$ cat src/hw/rtl/ccv_pkg.sv
// Shared types and constants of the colour space converter.
// Holds the fixed-point format, function codes and pipeline side-band struct.
// No dependencies; every other file of the block imports it.
package ccv_pkg;

  localparam int FRAC_BITS  = 12;
  localparam int COMP_W     = 13;
  localparam int NUM_W      = 2 * COMP_W - 1;
  localparam int LANES      = 3;
  localparam int DIV_STAGES = COMP_W;
  localparam int PRE_STAGES = 3;
  localparam int N_STAGES   = PRE_STAGES + DIV_STAGES + 1;
  localparam int DATA_BITS  = 4 * COMP_W;
  localparam int TDATA_W    = ((DATA_BITS + 7) / 8) * 8;

  typedef logic [COMP_W-1:0] comp_t;
  typedef logic [NUM_W-1:0]  num_t;

  localparam comp_t ONE       = comp_t'(2 ** FRAC_BITS);
  localparam comp_t HUE_SIXTH = comp_t'(960);
  localparam comp_t HUE_THIRD = comp_t'(2 * 960);
  localparam comp_t HUE_2_3   = comp_t'(4 * 960);
  localparam comp_t HUE_FULL  = comp_t'(5760);

  typedef enum logic [1:0] {
    FUNC_RGB2HSV  = 2'd0,
    FUNC_HSV2RGB  = 2'd1,
    FUNC_RGB2CMYK = 2'd2,
    FUNC_CMYK2RGB = 2'd3
  } func_e;

  // Which component holds the maximum in RGB to HSV.
  typedef enum logic [1:0] {
    MAX_RED   = 2'd0,
    MAX_GREEN = 2'd1,
    MAX_BLUE  = 2'd2
  } max_sel_e;

  // Hue sextants, named by the colours at their ends.
  typedef enum logic [2:0] {
    SEC_RY = 3'd0,
    SEC_YG = 3'd1,
    SEC_GC = 3'd2,
    SEC_CB = 3'd3,
    SEC_BM = 3'd4,
    SEC_MR = 3'd5
  } hsv_sec_e;

  typedef struct packed {
    func_e    func;
    logic     err;
    logic     neg;
    logic     zmx;
    logic     zdl;
    comp_t    base;
    comp_t    sv;
    comp_t    cv;
    hsv_sec_e sec;
  } side_t;

endpackage

$ cat src/hw/rtl/ccv_div.sv
// Pipelined restoring divider, three lanes, one quotient bit per stage.
// Depends on ccv_pkg; stage enables come from the top level's stall chain.
module ccv_div (
  input  logic                                    clk_i,
  input  logic         [ccv_pkg::DIV_STAGES-1:0]  en_i,
  input  ccv_pkg::num_t  [ccv_pkg::LANES-1:0]     num_i,
  input  ccv_pkg::comp_t [ccv_pkg::LANES-1:0]     den_i,
  output ccv_pkg::comp_t [ccv_pkg::LANES-1:0]     quo_o
);
  import ccv_pkg::*;

  num_t  rem_q [DIV_STAGES][LANES];
  comp_t den_q [DIV_STAGES][LANES];
  comp_t quo_q [DIV_STAGES][LANES];

  num_t  rem_in [DIV_STAGES][LANES];
  comp_t den_in [DIV_STAGES][LANES];
  comp_t quo_in [DIV_STAGES][LANES];
  num_t  rem_d  [DIV_STAGES][LANES];
  comp_t quo_d  [DIV_STAGES][LANES];

  always_comb begin
    for (int l = 0; l < LANES; l++) begin
      rem_in[0][l] = num_i[l];
      den_in[0][l] = den_i[l];
      quo_in[0][l] = '0;
    end
    for (int s = 1; s < DIV_STAGES; s++) begin
      for (int l = 0; l < LANES; l++) begin
        rem_in[s][l] = rem_q[s-1][l];
        den_in[s][l] = den_q[s-1][l];
        quo_in[s][l] = quo_q[s-1][l];
      end
    end
  end

  // Stage s decides quotient bit COMP_W-1-s against the shifted divisor.
  always_comb begin
    for (int s = 0; s < DIV_STAGES; s++) begin
      for (int l = 0; l < LANES; l++) begin
        num_t shd;
        logic fits;
        shd  = num_t'(den_in[s][l]) << (COMP_W - 1 - s);
        fits = (rem_in[s][l] >= shd);
        rem_d[s][l] = fits ? (rem_in[s][l] - shd) : rem_in[s][l];
        quo_d[s][l] = {quo_in[s][l][COMP_W-2:0], fits};
      end
    end
  end

  always_ff @(posedge clk_i) begin
    for (int s = 0; s < DIV_STAGES; s++) begin
      if (en_i[s]) begin
        for (int l = 0; l < LANES; l++) begin
          rem_q[s][l] <= rem_d[s][l];
          den_q[s][l] <= den_in[s][l];
          quo_q[s][l] <= quo_d[s][l];
        end
      end
    end
  end

  always_comb begin
    for (int l = 0; l < LANES; l++) begin
      quo_o[l] = quo_q[DIV_STAGES-1][l];
    end
  end

endmodule

$ cat config.mk
export PLATFORM = sky130hd
export DESIGN_NAME = ccv_div
export DESIGN_NICKNAME = d
export VERILOG_FILES = /design/src/hw/rtl/ccv_pkg.sv /design/src/hw/rtl/ccv_div.sv
export SDC_FILE = /design/constraint.sdc
export NUM_CORES = 2
export LEC_CHECK = 0
export ABC_CLOCK_PERIOD_IN_PS = 8050
export BUFFER_PORTS_ARGS = -buffer_cell sky130_fd_sc_hd__buf_2
export CAP_MARGIN = 10
export CORE_MARGIN = 4
export CORE_UTILIZATION = 45
export DETAILED_ROUTE_END_ITERATION = 8
export HOLD_SLACK_MARGIN = 0.05
export SETUP_SLACK_MARGIN = 0.5
export SLEW_MARGIN = 20
export SYNTH_ARGS = -nofsm -noshare
export SYNTH_HDL_FRONTEND = slang
export SYNTH_SLANG_ARGS = --single-unit
$ cat constraint.sdc
create_clock -name clk_i -period 8.05 [get_ports clk_i]
set_clock_uncertainty 0.05 [all_clocks]
set_input_delay 0 -clock clk_i [delete_from_list [all_inputs] [get_ports clk_i]]
set_output_delay 0 -clock clk_i [all_outputs]
set_load 0.01 [all_outputs]
==> results by group <==
STA
  • Rel. slew slack: 33.4%
  • Post-route clock period utilization: 50.3%
  • Maximum achievable frequency: 247 MHz
  • RSZ-0062 raised after global routing: false
  • Final critical-path required period: 4.05 ns
  • Worst Hold Margin: 0.160 ns
  • Worst-Margin Slew: 0.996 ns
  • Final setup viols: 0
  • Final count of hold timing violations: 0
  • Pins over their slew limit: 0
  • Setup TNS: 0 ns

Synthesis
  • Number of cells produced by synthesis: 6798
  • Number of distinct library cells after synthesis: 92
  • Share of synthesized registers carrying an async set or reset: 0%
  • Mean cell area of the mapped netlist: 12.2 um^2
  • Prevailing post-synth register cell: sky130_fd_sc_hd__edfxtp_1
  • Sequential fraction of the synthesis area: 59.4%
  • Post-synth design cell area: 82900 um^2
  • Number of nets in the synthesized netlist: 7469
  • Count of flip-flops with a built-in enable after synthesis: 1641
  • Count of yosys warnings during synthesis: 0
  • Flip-flop and latch count after synthesis: 1641

Worst setup path
  • Critical-path maximum fanout: 21
  • Origin of the critical flop-to-flop path: rem_q[1][180]$_DFFE_PP_
  • CP max-delay cell: sky130_fd_sc_hd__or4b_2
  • Kind of cell adding the most delay to the critical path: buffers and inverters
  • Data arrival at the endpoint of the critical path: 4.67 ns
  • Most numerous cell on the critical path: sky130_fd_sc_hd__dlygate4sd3_1
  • Class of the most critical setup path: input pin to flip-flop
  • Number of buffers and inverters on the critical path: 6
  • Data required time at the worst endpoint: 8.68 ns
  • Cell Chain, Critical Path: dlygate4sd3_1 > buf_2 > dlygate4sd3_1 > ha_1 > or4b_2 > nor4_1 > a211oi_1 > o21ai_1 > buf_4 > nor2_1 > dlygate4sd3_1 > a21oi_1 > dlygate4sd3_1
  • Maximum cell stage delay along the critical path: 0.59 ns
  • Startpoint of the most critical setup path: den_i[13]
  • CP endpoint kind: flip-flop
  • Sort of element at the start of the critical path: input pin

Cells and area
  • Diodes inserted: 0
  • Finished Core Util: 51.9%
  • Share of post-route cells with drive strength above 1: 7.96%
  • Area of combinational cells with multiple inputs: 30700 um^2
  • Finished Layout Cells: 9951
  • Most common cell after layout, fill and taps aside: sky130_fd_sc_hd__edfxtp_1
  • FF+latch area: 49300 um^2
  • Most used cells in the layout excluding fill and tap cells: sky130_fd_sc_hd__edfxtp_1 (1641), sky130_fd_sc_hd__inv_1 (664), sky130_fd_sc_hd__ha_1 (507)
  • Area Growth Syn to Fin: 14.7%
  • Fin nets: 8016
  • Number of filler instances in the final layout: 15641

Route
  • Antenna violation net count after detailed routing: 0
  • DRC: 0
  • Vias per cell: 5.19
  • Wire length per cell after detailed routing: 16.7 um
  • Detailed Routing Iterations Pass 1: 5
  • Final wirelength: 166000 um
  • Vias: 51652
  • DRC violation total after the first TritonRoute iteration: 2977

Global route
  • Global-route wire length before repair: 271000 um
  • Pin count of the biggest net entering global routing: 83
  • Initial antenna violation count: 0
  • Remaining global-route overflow: 0
  • Number of global-route vias before repair: 51843
  • Global-route total usage across every layer: 17.4%

Floorplanning
  • I/O pin total: 167
  • Initial Util: 45.3%
  • Total number of placement rows: 157
  • Chip width: 437 um
  • Die Y: 437 um
  • Area inside the core boundary: 183000 um^2
  • Die Footprint: 191000 um^2

Placement
  • HPWL after detailed placement: 125000 um
  • Post-Place Cells: 9357
  • RD Place Congestion: 0.918
  • Count of input and output buffers: 166

Clock tree
  • Clock latency reported for the late side of the worst-skew pair: 0.81 ns
  • Clock-pin slew on the worst setup and hold paths: 0.06 ns
  • CTS max path bufs: 3
  • CTS root buf: sky130_fd_sc_hd__clkbuf_16
  • Clock tree from TritonCTS: yes
  • Clock sink total: 1641
  • Htree depth: 4
  • Number of buffers created by CTS: 175

Status
  • Status: completed

Min path
  • Hold crit path type: input pin to flip-flop
  • Critical hold path startpoint: num_i[45]

Flow run
  • Max cap viols: 0

Power
  • Worst ir drop on vdd: 217 uV
  • Overall power consumption: 30.2 mW
  • Power density relative to cell area: 317 nW/um^2
  • Leak: 36.7 nW
-- where the power goes --
part | leakage (nW) | switching, mW | total (mW) | internal [mW]
sequential | 15.8 | 1.24 | 13.1 | 11.8
clock | 2.72 | 3.22 | 7.75 | 4.53
combinational | 18.2 | 5.20 | 9.38 | 4.18
-- repair_timing --
item / 4_1_cts / 5_1_grt
gates resized for setup: 0 / 0
endpoints found under the hold margin: 933 / 0
hold buffers: 274 / 0
buffers inserted: 0 / 0
-- flip-flops by register name, indices dropped and copies added, names as in the netlist --
register	count
quo_q	273
den_q	468
rem_q	900
-- synthesized netlist by cell type, drive strengths merged (34+ instances only) --
cell / number / area (um^2)
nand2b: 64 / 400
nand3: 108 / 541
o21a: 73 / 548
buf: 34 / 179
o21ai: 386 / 1930
nor4b: 37 / 324
a21oi: 415 / 2090
xnor2: 259 / 2270
mux2: 78 / 886
ha: 507 / 6340
nor4: 71 / 450
a211oi: 38 / 295
nor2: 496 / 1860
a31oi: 43 / 275
a21o: 136 / 1020
nand2: 445 / 1670
clkbuf: 68 / 255
nor2b: 95 / 594
edfxtp: 1641 / 49300
nand4: 59 / 375
or3: 52 / 330
nor3: 172 / 871
and3: 35 / 219
inv: 666 / 2500
xor2: 248 / 2170
o31ai: 56 / 420
fa: 36 / 721
-- worst paths after layout --
path	end	depth (start not counted)	slack [ns]
worst max-delay path	rem_q[0][38]$_DFFE_PP_	13	4.00
worst min-delay path	rem_q[0][45]$_DFFE_PP_	4	0.16
worst max register to register	rem_q[1][256]$_DFFE_PP_	11	4.09
worst min register to register	quo_q[1][14]$_DFFE_PP_	0	0.36
-- worst reg2reg max path, delay by kind of cell (launching register included) --
| kind | cells | cell delay, ns |
|---|---|---|
| simple gates | 2 | 0.90 |
| mux | 1 | 0.42 |
| compound gates | 4 | 1.27 |
| flops | 1 | 0.40 |
| buf+inv | 2 | 0.13 |
| fa+ha+maj | 2 | 0.56 |
-- cell type report --
cell class | count | area share [%]
clock inverter | 106 | 1.15
tap | 2464 | 3.24
sequential | 1641 | 51.8
timing repair buffer | 472 | 4.07
clock buffer | 213 | 4.76
multi-input combinational | 4388 | 32.3
inverter | 667 | 2.64
-- per-stage QoR --
| step | instance area (um^2) | worst slack [ns] |
|---|---|---|
| after floorplan | 82900 | 4.92 |
| after global placement | 86700 | 4.06 |
| after detailed placement | 86700 | 4.06 |
| after CTS | 95100 | 4.05 |
| after global routing | 95100 | 3.65 |
| final | 95100 | 4.00 |
-- per-layer routing --
| layer | wire length (um) | up-vias | global-route usage [%] |
|---|---|---|---|
| met5 | 0 | - | 0 |
| met3 | 5100 | 324 | 2.45 |
| met4 | 6740 | 0 | 7.26 |
| met2 | 80200 | 978 | 29.8 |
| li1 | - | 26193 | - |
| met1 | 74300 | 24157 | 22.1 |
-- cell families (layout without fill, tap and decap cells) --
logic type      Yosys count  in the layout  share of synthesized area (%)
flops                  1641           1641                           59.4
xor+xnor                507            507                           5.36
compound gates         1429           1429                           10.9
simple gates           1810           1810                           10.9
fa+ha+maj               543            543                           8.52
mux                      99             99                           1.32
buf+inv                 769           1458                           3.55
Power figures use the tool's default switching activity.
